[src/rtl/core/bpss_pkg.sv]
// Shared types and constants for the banked port slot scheduler.
package bpss_pkg;

    localparam int ADDR_W     = 32;
    localparam int NOW_W      = 40;
    localparam int SLOT_W     = 48;
    localparam int DELAY_W    = 40;
    localparam int WANT_W     = 45;
    localparam int PORT_W     = 5;
    localparam int LAT_W      = 8;
    localparam int ILV_W      = 16;
    localparam int BANK_OUT_W = 4;
    localparam int CFG_IDX_W  = 3;
    localparam int CFG_DATA_W = 16;
    localparam int DIV_CNT_W  = 5;

    localparam logic [DIV_CNT_W-1:0] DIV_ADDR_PAIRS = 5'd16;
    localparam logic [DIV_CNT_W-1:0] DIV_WAIT_PAIRS = 5'd24;

    localparam logic [SLOT_W-1:0]  SLOT_MAX  = {SLOT_W{1'b1}};
    localparam logic [DELAY_W-1:0] DELAY_MAX = {DELAY_W{1'b1}};

    localparam logic [CFG_IDX_W-1:0] CFG_RD_PORTS = 3'd0;
    localparam logic [CFG_IDX_W-1:0] CFG_WR_PORTS = 3'd1;
    localparam logic [CFG_IDX_W-1:0] CFG_RD_LAT   = 3'd2;
    localparam logic [CFG_IDX_W-1:0] CFG_WR_LAT   = 3'd3;
    localparam logic [CFG_IDX_W-1:0] CFG_ILV      = 3'd4;

    typedef struct packed {
        logic                 start;
        logic [SLOT_W-1:0]    dividend;
        logic [ILV_W-1:0]     divisor;
        logic [DIV_CNT_W-1:0] pairs;
    } t_div_req;

    typedef struct packed {
        logic              busy;
        logic              done;
        logic [SLOT_W-1:0] quot;
    } t_div_rsp;

endpackage

[src/rtl/core/banked_port_slot_scheduler.sv]
// Steps: bank division, slot update, wait division if the wait needs one, then the output.
// One access at a time: the next transfer can be taken in the cycle after the result registers;
// the shared radix-4 divider takes 16 steps for the bank and 24 for the wait.
// Slot counters live in one RAM read, updated and written back once per access.
// Synchronous active-low reset: config registers to 1, RAM entry valid bits cleared,
// so every slot counter reads as zero; no clearing pass.
module banked_port_slot_scheduler #(
    parameter int BANKS = 16
) (
    input  logic                                i_clk,
    input  logic                                i_rst_n,
    input  logic                                i_cfg_we,
    input  logic [bpss_pkg::CFG_IDX_W-1:0]      i_cfg_idx,
    input  logic [bpss_pkg::CFG_DATA_W-1:0]     i_cfg_data,
    input  logic                                i_in_valid,
    output logic                                o_in_stall,
    input  logic                                i_kind,
    input  logic [bpss_pkg::ADDR_W-1:0]         i_addr,
    input  logic [bpss_pkg::NOW_W-1:0]          i_now,
    output logic                                o_out_valid,
    input  logic                                i_out_stall,
    output logic [bpss_pkg::BANK_OUT_W-1:0]     o_bank_index,
    output logic [bpss_pkg::DELAY_W-1:0]        o_delay
);

    localparam int RW    = (BANKS > 1) ? $clog2(BANKS) : 1;
    localparam int AW    = RW + 1;
    localparam int DEPTH = 1 << AW;

    localparam logic [2:0] S_IDLE = 3'd0;
    localparam logic [2:0] S_BANK = 3'd1;
    localparam logic [2:0] S_RMW  = 3'd2;
    localparam logic [2:0] S_WDIV = 3'd3;
    localparam logic [2:0] S_OUT  = 3'd4;

    logic [2:0]                      r_state;
    logic [2:0]                      n_state;
    logic [bpss_pkg::PORT_W-1:0]     r_rd_ports;
    logic [bpss_pkg::PORT_W-1:0]     r_wr_ports;
    logic [bpss_pkg::LAT_W-1:0]      r_rd_lat;
    logic [bpss_pkg::LAT_W-1:0]      r_wr_lat;
    logic [bpss_pkg::ILV_W-1:0]      r_ilv;
    logic [DEPTH-1:0]                r_vld;
    logic                            r_kind;
    logic [bpss_pkg::NOW_W-1:0]      r_now;
    logic [RW-1:0]                   r_bank;
    logic [bpss_pkg::WANT_W-1:0]     r_want;
    logic [bpss_pkg::SLOT_W-1:0]     r_wait;
    logic                            r_out_valid;
    logic [bpss_pkg::BANK_OUT_W-1:0] r_bank_o;
    logic [bpss_pkg::DELAY_W-1:0]    r_delay;

    logic                            in_xfer;
    logic                            out_free;
    logic [bpss_pkg::PORT_W-1:0]     ports_raw;
    logic [bpss_pkg::PORT_W-1:0]     ports_eff;
    logic                            ports_one;
    logic [bpss_pkg::LAT_W-1:0]      lat;
    logic [bpss_pkg::ILV_W-1:0]      ilv_eff;
    logic [AW-1:0]                   maddr;
    logic [bpss_pkg::SLOT_W-1:0]     mem_rdata;
    logic [bpss_pkg::SLOT_W-1:0]     slot;
    logic [bpss_pkg::SLOT_W-1:0]     want48;
    logic                            fresh;
    logic [bpss_pkg::SLOT_W-1:0]     diff;
    logic [bpss_pkg::SLOT_W-1:0]     slot_inc;
    logic                            mem_we;
    logic                            mem_re;
    logic [bpss_pkg::SLOT_W-1:0]     mem_wdata;
    logic [bpss_pkg::SLOT_W:0]       sum;
    logic [7:0]                      bank_ext;
    bpss_pkg::t_div_req              div_req;
    bpss_pkg::t_div_rsp              div_rsp;
    logic [RW-1:0]                   div_res;

    assign o_in_stall = (r_state != S_IDLE);
    assign in_xfer    = i_in_valid && !o_in_stall;
    assign out_free   = !r_out_valid || !i_out_stall;

    assign ports_raw = r_kind ? r_wr_ports : r_rd_ports;
    assign ports_eff = (ports_raw == '0) ? {{(bpss_pkg::PORT_W-1){1'b0}}, 1'b1} : ports_raw;
    assign ports_one = (ports_eff == {{(bpss_pkg::PORT_W-1){1'b0}}, 1'b1});
    assign lat       = r_kind ? r_wr_lat : r_rd_lat;
    assign ilv_eff   = (r_ilv == '0) ? {{(bpss_pkg::ILV_W-1){1'b0}}, 1'b1} : r_ilv;

    assign maddr     = {r_kind, r_bank};
    assign slot      = r_vld[maddr] ? mem_rdata : '0;
    assign want48    = {{(bpss_pkg::SLOT_W-bpss_pkg::WANT_W){1'b0}}, r_want};
    assign fresh     = (slot < want48);
    assign diff      = slot - want48;
    assign slot_inc  = (slot == bpss_pkg::SLOT_MAX) ? slot : slot + 1'b1;
    assign mem_we    = (r_state == S_RMW);
    assign mem_wdata = fresh ? want48 : slot_inc;
    assign mem_re    = (r_state == S_BANK) && div_rsp.done;

    assign sum = {1'b0, r_wait} + {{(bpss_pkg::SLOT_W+1-bpss_pkg::LAT_W){1'b0}}, lat};

    always_comb begin
        div_req = '0;
        if (r_state == S_IDLE) begin
            div_req.start    = in_xfer;
            div_req.dividend = {i_addr, {(bpss_pkg::SLOT_W-bpss_pkg::ADDR_W){1'b0}}};
            div_req.divisor  = ilv_eff;
            div_req.pairs    = bpss_pkg::DIV_ADDR_PAIRS;
        end else begin
            div_req.start    = (r_state == S_RMW) && !fresh && !ports_one;
            div_req.dividend = diff;
            div_req.divisor  = {{(bpss_pkg::ILV_W-bpss_pkg::PORT_W){1'b0}}, ports_eff};
            div_req.pairs    = bpss_pkg::DIV_WAIT_PAIRS;
        end
    end

    always_comb begin
        n_state = r_state;
        case (r_state)
            S_IDLE: begin
                if (in_xfer) begin
                    n_state = S_BANK;
                end
            end
            S_BANK: begin
                if (div_rsp.done) begin
                    n_state = S_RMW;
                end
            end
            S_RMW: begin
                n_state = (fresh || ports_one) ? S_OUT : S_WDIV;
            end
            S_WDIV: begin
                if (div_rsp.done) begin
                    n_state = S_OUT;
                end
            end
            S_OUT: begin
                if (out_free) begin
                    n_state = S_IDLE;
                end
            end
            default: n_state = S_IDLE;
        endcase
    end

    always_ff @(posedge i_clk) begin
        if (!i_rst_n) begin
            r_state     <= S_IDLE;
            r_rd_ports  <= {{(bpss_pkg::PORT_W-1){1'b0}}, 1'b1};
            r_wr_ports  <= {{(bpss_pkg::PORT_W-1){1'b0}}, 1'b1};
            r_rd_lat    <= {{(bpss_pkg::LAT_W-1){1'b0}}, 1'b1};
            r_wr_lat    <= {{(bpss_pkg::LAT_W-1){1'b0}}, 1'b1};
            r_ilv       <= {{(bpss_pkg::ILV_W-1){1'b0}}, 1'b1};
            r_vld       <= '0;
            r_out_valid <= 1'b0;
        end else begin
            r_state <= n_state;
            if (i_cfg_we) begin
                case (i_cfg_idx)
                    bpss_pkg::CFG_RD_PORTS: r_rd_ports <= i_cfg_data[bpss_pkg::PORT_W-1:0];
                    bpss_pkg::CFG_WR_PORTS: r_wr_ports <= i_cfg_data[bpss_pkg::PORT_W-1:0];
                    bpss_pkg::CFG_RD_LAT:   r_rd_lat   <= i_cfg_data[bpss_pkg::LAT_W-1:0];
                    bpss_pkg::CFG_WR_LAT:   r_wr_lat   <= i_cfg_data[bpss_pkg::LAT_W-1:0];
                    bpss_pkg::CFG_ILV:      r_ilv      <= i_cfg_data[bpss_pkg::ILV_W-1:0];
                    default: ;
                endcase
            end
            if (mem_we) begin
                r_vld[maddr] <= 1'b1;
            end
            if ((r_state == S_OUT) && out_free) begin
                r_out_valid <= 1'b1;
            end else if (r_out_valid && !i_out_stall) begin
                r_out_valid <= 1'b0;
            end
        end
    end

    always_ff @(posedge i_clk) begin
        if (in_xfer) begin
            r_kind <= i_kind;
            r_now  <= i_now;
        end
        if (r_state == S_BANK) begin
            r_want <= {{(bpss_pkg::WANT_W-bpss_pkg::PORT_W){1'b0}}, ports_eff}
                    * {{(bpss_pkg::WANT_W-bpss_pkg::NOW_W){1'b0}}, r_now};
            if (div_rsp.done) begin
                r_bank <= div_res;
            end
        end
        if (r_state == S_RMW) begin
            r_wait <= fresh ? '0 : diff;
        end
        if ((r_state == S_WDIV) && div_rsp.done) begin
            r_wait <= div_rsp.quot;
        end
        if ((r_state == S_OUT) && out_free) begin
            r_bank_o <= bank_ext[bpss_pkg::BANK_OUT_W-1:0];
            r_delay  <= (sum > {{(bpss_pkg::SLOT_W+1-bpss_pkg::DELAY_W){1'b0}},
                                bpss_pkg::DELAY_MAX})
                        ? bpss_pkg::DELAY_MAX : sum[bpss_pkg::DELAY_W-1:0];
        end
    end

    assign bank_ext = {{(8-RW){1'b0}}, r_bank};

    bpss_div #(
        .BANKS (BANKS)
    ) u_div (
        .i_clk     (i_clk),
        .i_rst_n   (i_rst_n),
        .i_req     (div_req),
        .o_rsp     (div_rsp),
        .o_residue (div_res)
    );

    bpss_ram #(
        .WIDTH (bpss_pkg::SLOT_W),
        .DEPTH (DEPTH)
    ) u_slot_ram (
        .i_clk   (i_clk),
        .i_we    (mem_we),
        .i_waddr (maddr),
        .i_wdata (mem_wdata),
        .i_re    (mem_re),
        .i_raddr ({r_kind, div_res}),
        .o_rdata (mem_rdata)
    );

    assign o_out_valid  = r_out_valid;
    assign o_bank_index = r_bank_o;
    assign o_delay      = r_delay;

    a_xfer_leaves_idle: assert property (@(posedge i_clk) disable iff (!i_rst_n)
        in_xfer |=> (r_state == S_BANK))
        else $error("input transfer did not start the bank division");

    a_result_from_out: assert property (@(posedge i_clk) disable iff (!i_rst_n)
        $rose(o_out_valid) |-> ($past(r_state) == S_OUT))
        else $error("result registered outside the output state");

    a_wait_div_ports: assert property (@(posedge i_clk) disable iff (!i_rst_n)
        (r_state == S_WDIV) |-> !ports_one)
        else $error("wait division entered with a single port");

    a_div_idle_at_rmw: assert property (@(posedge i_clk) disable iff (!i_rst_n)
        (r_state == S_RMW) |-> !div_rsp.busy)
        else $error("divider still busy during slot update");

endmodule

[src/rtl/core/bpss_ram.sv]
// Generic single-write, single-read RAM with registered read data.
module bpss_ram #(
    parameter int WIDTH = 48,
    parameter int DEPTH = 32
) (
    input  logic                                   i_clk,
    input  logic                                   i_we,
    input  logic [((DEPTH > 1) ? $clog2(DEPTH) : 1)-1:0] i_waddr,
    input  logic [WIDTH-1:0]                       i_wdata,
    input  logic                                   i_re,
    input  logic [((DEPTH > 1) ? $clog2(DEPTH) : 1)-1:0] i_raddr,
    output logic [WIDTH-1:0]                       o_rdata
);

    logic [WIDTH-1:0] r_mem [DEPTH];
    logic [WIDTH-1:0] r_rdata;

    always_ff @(posedge i_clk) begin
        if (i_we) begin
            r_mem[i_waddr] <= i_wdata;
        end
        if (i_re) begin
            r_rdata <= r_mem[i_raddr];
        end
    end

    assign o_rdata = r_rdata;

endmodule

[src/rtl/core/bpss_div.sv]
// Radix-4 restoring divider with a running residue of the quotient modulo BANKS.
module bpss_div #(
    parameter int BANKS = 16
) (
    input  logic                                   i_clk,
    input  logic                                   i_rst_n,
    input  bpss_pkg::t_div_req                     i_req,
    output bpss_pkg::t_div_rsp                     o_rsp,
    output logic [((BANKS > 1) ? $clog2(BANKS) : 1)-1:0] o_residue
);

    localparam int RW = (BANKS > 1) ? $clog2(BANKS) : 1;
    localparam logic [RW:0] BANKS_C = (RW + 1)'(BANKS);

    logic                           r_busy;
    logic                           r_done;
    logic [bpss_pkg::DIV_CNT_W-1:0] r_cnt;
    logic [bpss_pkg::SLOT_W-1:0]    r_dvd;
    logic [bpss_pkg::SLOT_W-1:0]    r_quo;
    logic [bpss_pkg::ILV_W-1:0]     r_rem;
    logic [bpss_pkg::ILV_W-1:0]     r_div;
    logic [RW-1:0]                  r_res;

    logic [bpss_pkg::SLOT_W-1:0]    n_dvd;
    logic [bpss_pkg::SLOT_W-1:0]    n_quo;
    logic [bpss_pkg::ILV_W-1:0]     n_rem;
    logic [RW-1:0]                  n_res;

    always_comb begin
        logic [bpss_pkg::ILV_W:0] t;
        logic [RW:0]              rr;
        logic                     q;
        n_dvd = r_dvd;
        n_quo = r_quo;
        n_rem = r_rem;
        n_res = r_res;
        for (int j = 0; j < 2; j++) begin
            t     = {n_rem, n_dvd[bpss_pkg::SLOT_W-1]};
            n_dvd = {n_dvd[bpss_pkg::SLOT_W-2:0], 1'b0};
            q     = (t >= {1'b0, r_div});
            if (q) begin
                t = t - {1'b0, r_div};
            end
            n_rem = t[bpss_pkg::ILV_W-1:0];
            n_quo = {n_quo[bpss_pkg::SLOT_W-2:0], q};
            rr    = {n_res, q};
            if (rr >= BANKS_C) begin
                rr = rr - BANKS_C;
            end
            n_res = rr[RW-1:0];
        end
    end

    always_ff @(posedge i_clk) begin
        if (!i_rst_n) begin
            r_busy <= 1'b0;
            r_done <= 1'b0;
            r_cnt  <= '0;
        end else begin
            r_done <= 1'b0;
            if (i_req.start) begin
                r_busy <= 1'b1;
                r_cnt  <= i_req.pairs;
            end else if (r_busy) begin
                r_cnt <= r_cnt - 1'b1;
                if (r_cnt == {{(bpss_pkg::DIV_CNT_W-1){1'b0}}, 1'b1}) begin
                    r_busy <= 1'b0;
                    r_done <= 1'b1;
                end
            end
        end
    end

    always_ff @(posedge i_clk) begin
        if (i_req.start) begin
            r_dvd <= i_req.dividend;
            r_div <= i_req.divisor;
            r_quo <= '0;
            r_rem <= '0;
            r_res <= '0;
        end else if (r_busy) begin
            r_dvd <= n_dvd;
            r_quo <= n_quo;
            r_rem <= n_rem;
            r_res <= n_res;
        end
    end

    assign o_rsp.busy = r_busy;
    assign o_rsp.done = r_done;
    assign o_rsp.quot = r_quo;
    assign o_residue  = r_res;

    a_no_restart: assert property (@(posedge i_clk) disable iff (!i_rst_n)
        i_req.start |-> !r_busy)
        else $error("divider restarted while busy");

    a_done_when_idle: assert property (@(posedge i_clk) disable iff (!i_rst_n)
        r_done |-> !r_busy)
        else $error("divider flagged done while still busy");

    a_busy_has_steps: assert property (@(posedge i_clk) disable iff (!i_rst_n)
        r_busy |-> (r_cnt != '0))
        else $error("divider busy with no steps left");

endmodule

[config.mk]
export PLATFORM = sky130hd
export DESIGN_NAME = banked_port_slot_scheduler
export DESIGN_NICKNAME = d
export VERILOG_FILES = /design/src/rtl/core/bpss_pkg.sv /design/src/rtl/core/banked_port_slot_scheduler.sv /design/src/rtl/core/bpss_ram.sv /design/src/rtl/core/bpss_div.sv
export SDC_FILE = /design/constraint.sdc
export NUM_CORES = 2
export LEC_CHECK = 0
export BUFFER_PORTS_ARGS = -buffer_cell sky130_fd_sc_hd__clkbuf_2
export CELL_PAD_IN_SITES_DETAIL_PLACEMENT = 0
export CELL_PAD_IN_SITES_GLOBAL_PLACEMENT = 2
export CORE_ASPECT_RATIO = 2
export CORE_UTILIZATION = 33
export DETAILED_ROUTE_END_ITERATION = 6
export GPL_TIMING_DRIVEN = 0
export PLACE_DENSITY_LB_ADDON = 0.1
export SLEW_MARGIN = 20
export SYNTH_ARGS = -nofsm -noshare
export SYNTH_HDL_FRONTEND = slang
export SYNTH_SLANG_ARGS = --single-unit
[constraint.sdc]
create_clock -name i_clk -period 6.4 [get_ports i_clk]
set_input_delay 1.28 -clock i_clk [delete_from_list [all_inputs] [get_ports i_clk]]
set_output_delay 1.28 -clock i_clk [all_outputs]
set_load 0.05 [all_outputs]
==> qor.csv <==
metric,value,unit
status,finished clean,
r2r_cells,25,
rsz0062_at_grt,true,
final_nets,6305,
wl_per_cell,32.3,um
r2r-start,r_bank[1],
clk_latency,0.86,ns
fmaxAchievable,160,MHz
overflow,0,
antenna_left,0,
maxCapViolCount,0,
cp_max_fo,30,
dieArea,0.270,mm2
ys_ff_latch,1979,
h-tree-depth,4,
dr.pass1.iters,5,
endpoint_kind,flip-flop,
critPathArrivalTime,6.82,ns
ys.flop_type,edfxtp_1,
antenna_found_initial,4,
power_density,318,mW/mm2
r2r_end,u_slot_ram.r_mem[22][15],
finClkSkew,0.0604,ns
cts_tree,built,
grt_pass1_vias,54600,
hpwl,232,mm
finalSetupViolCount,0,
hold_path.startpoint,u_div.r_quo[3],
root_buffer,clkbuf_16,
seq_area_frac_synth,65.6,%
synth.distinct_cells,84,
met1_length,104,mm
power_leakage,0.0349,uW
core_area,0.266,mm2
hold_end,r_bank[3],
final_area,0.104,mm2
grt_max_degree,49,
grt_pass1_wl,431,mm
syn_area,0.0883,mm2
crit_type,reg -> reg,
worstMarginPinSlew,1.19,ns
drive_gt1_share,23.8,%
vias_per_cell,5.24,
r2r_slack,0.13,ns
cts_max_path_buffers,4,
min_period_over_period,97.9,%
die_h,734,um
first_iter_violations,3512,
hold_violations,0,
hold_path_depth,0,
initial_core_util,33.2,%
vias,50400,
hold_buffers,0,
syn_avg_cell_area,16.3,um2
clk_pin_slew,0.07,ns
rows,268,
synth_edf_count,1830,
cts_buffers,189,
wl_met3,8.95,mm
place.gp.congestion,0.956,
drcViolationCount,0,
die_w,368,um
start_kind,flip-flop,
fin_crit,6.27,ns
min-delay-path-class,reg -> reg,
crit_required,6.96,ns
placedInstanceArea,0.0976,mm2
wl_met2,178,mm
topRoutingLayerUsed,met4,
syn_nets,5778,
track_usage,23.0,%
wirelength,310,mm
ir_drop,248,uV
boundaryPins,143,
drv_slew,0,
slew_headroom,20.2,%
io_buffers,141,
ys_warn_count,0,
finalCoreUtilization,39.2,%
syn2layout_area_growth,18.3,%
cts_sinks,1979,
syn_inst,5422,
synthArstFlopShare,0,%
## power breakdown
part / switching [uW] / total (uW) / internal, uW
Clock: 5060 / 10800 / 5720
Sequential: 191 / 14600 / 14400
Combinational: 4500 / 7850 / 3350
## per-stage QoR
stage	TNS, ns	worst slack (ns)	total power, uW	hold slack [ns]	cells
2_1_floorplan	0	0.0793	19800	0.406	5422
6_report	0	0.134	33200	0.441	9602
3_3_place_gp	-	-6.46	22600	0.416	9073
5_1_grt	-0.0151	-0.0151	34400	0.450	9600
3_5_place_dp	-5213.41	-3.54	22800	0.428	9232
4_1_cts	0	0.00937	33700	0.442	9596
## per-layer routing
| layer | up-vias | track usage [%] |
|---|---|---|
| met1 | 26800 | 23.2 |
| met3 | 450 | 1.91 |
| met2 | 1119 | 45.7 |
| met4 | 0 | 12.2 |
| met5 | - | 0 |
| li1 | 22000 | - |
## layout by cell type (no fill, tap or decap), drive strengths merged, types with 118 or more instances in the layout
cell type and count:
nand2 403, clkbuf 555, ha 141, dfxtp 149, buf 246, nor2 221
and2 163, edfxtp 1830, a21oi 146, fa 118, o21ai 177, mux4 480
inv 273
## logic make-up (layout without fill, tap and decap cells)
logic type               count (synthesis)  count (layout)  synth area share, %
AO/OA/AOI/OAI                          654             660                 4.84
XOR/XNOR                               182             182                 1.81
adder cells (fa/ha/maj)                259             259                 4.67
buffers and inverters                  512            1173                 2.21
flip-flops                            1979            1979                 65.6
multiplexers                           655             655                 14.3
other                                    0               3                    0
AND/OR/NAND/NOR                       1181            1181                 6.50
## synth_stat cells, types with 8 or more instances
| library cell | instances | area [um2] |
|---|---|---|
| ha_1 | 141 | 1760 |
| a21oi_1 | 145 | 726 |
| nand2_1 | 403 | 1510 |
| xnor2_1 | 101 | 885 |
| buf_2 | 18 | 90.1 |
| or3_1 | 15 | 93.8 |
| nand4_1 | 33 | 206 |
| o31ai_1 | 38 | 285 |
| a21o_1 | 53 | 398 |
| and2_1 | 160 | 1000 |
| mux4_2 | 480 | 10800 |
| o21ai_0 | 162 | 811 |
| a211oi_1 | 27 | 203 |
| clkbuf_1 | 188 | 706 |
| mux2_2 | 83 | 935 |
| a31oi_1 | 11 | 68.8 |
| xor2_1 | 81 | 709 |
| o21a_1 | 51 | 383 |
| o21ai_1 | 10 | 50.1 |
| nor2b_1 | 60 | 375 |
| dfxtp_1 | 149 | 2980 |
| nor2_1 | 220 | 826 |
| or2_2 | 8 | 50.1 |
| a21boi_0 | 37 | 278 |
| nor4_1 | 20 | 125 |
| o21bai_1 | 16 | 120 |
| mux2i_1 | 91 | 911 |
| inv_1 | 263 | 987 |
| nor3_1 | 53 | 265 |
| nand2b_1 | 28 | 175 |
| fa_1 | 118 | 2360 |
| buf_1 | 39 | 146 |
| a31o_2 | 8 | 70.1 |
| a211oi_2 | 9 | 113 |
| edfxtp_1 | 1830 | 55000 |
| nand3_1 | 82 | 410 |
| and4_1 | 10 | 87.6 |
| and3_1 | 59 | 369 |
| o211ai_1 | 13 | 97.6 |
## registers in the layout, indices dropped and copies added, names as in the netlist, 32 cells and up
signal / count
r_now: 40
r_vld: 32
o_delay: 40
u_slot_ram.r_mem: 1536
u_slot_ram.o_rdata: 48
r_wait: 48
u_div.r_dvd: 48
r_want: 45
u_div.r_quo: 45
## timing repair
item,4_1_cts,5_1_grt
gates cloned,6,0
buffers inserted,28,2
setup endpoints to repair,1849,1162
gates resized for setup,146,33
pin swaps,22,3
## layout make-up
| class | count | area (um2) |
|---|---|---|
| buffer | 246 | 1280 |
| sequential | 1979 | 57900 |
| clock buffer | 226 | 4980 |
| clock inverter | 105 | 688 |
| inverter | 265 | 996 |
| multi-input combinational | 2937 | 29700 |
| tap | 3510 | 4390 |
| antenna | 3 | 7.51 |
| fill | 24800 | 162000 |
| timing repair buffer | 331 | 4430 |
## worst max-delay path: stages, from the launching register on
cell and delay, ns:
edfxtp_1 0.54, buf_8 0.20, mux2i_1 0.23, o22ai_1 0.14, a21oi_2 0.22, o221ai_4 0.22, or2_2 0.36, buf_4 0.21
clkbuf_8 0.20, clkbuf_8 0.20, and2_1 0.22, ha_4 0.33, nand4_1 0.22, buf_4 0.21, o21ai_2 0.19, nor3_1 0.10
a211oi_2 0.44, or3_4 0.25, and4_4 0.33, nor2_4 0.09, clkbuf_16 0.25, buf_4 0.21, nor2_2 0.16, a21oi_4 0.05
buf_12 0.15, buf_16 0.16
## worst max-delay path by stage
stage / depth (start not counted) / endpoint / start
floorplan: 21 / u_slot_ram.r_mem[0][36] / r_kind
global placement: 21 / u_slot_ram.r_mem[8][18] / r_bank[1]
detailed placement: 22 / u_slot_ram.r_mem[8][18] / r_bank[0]
CTS: 20 / r_want[42] / r_kind
global route: 20 / r_want[42] / r_kind
finish: 25 / u_slot_ram.r_mem[22][15] / r_bank[1]
Power figures use the tool's default switching activity.
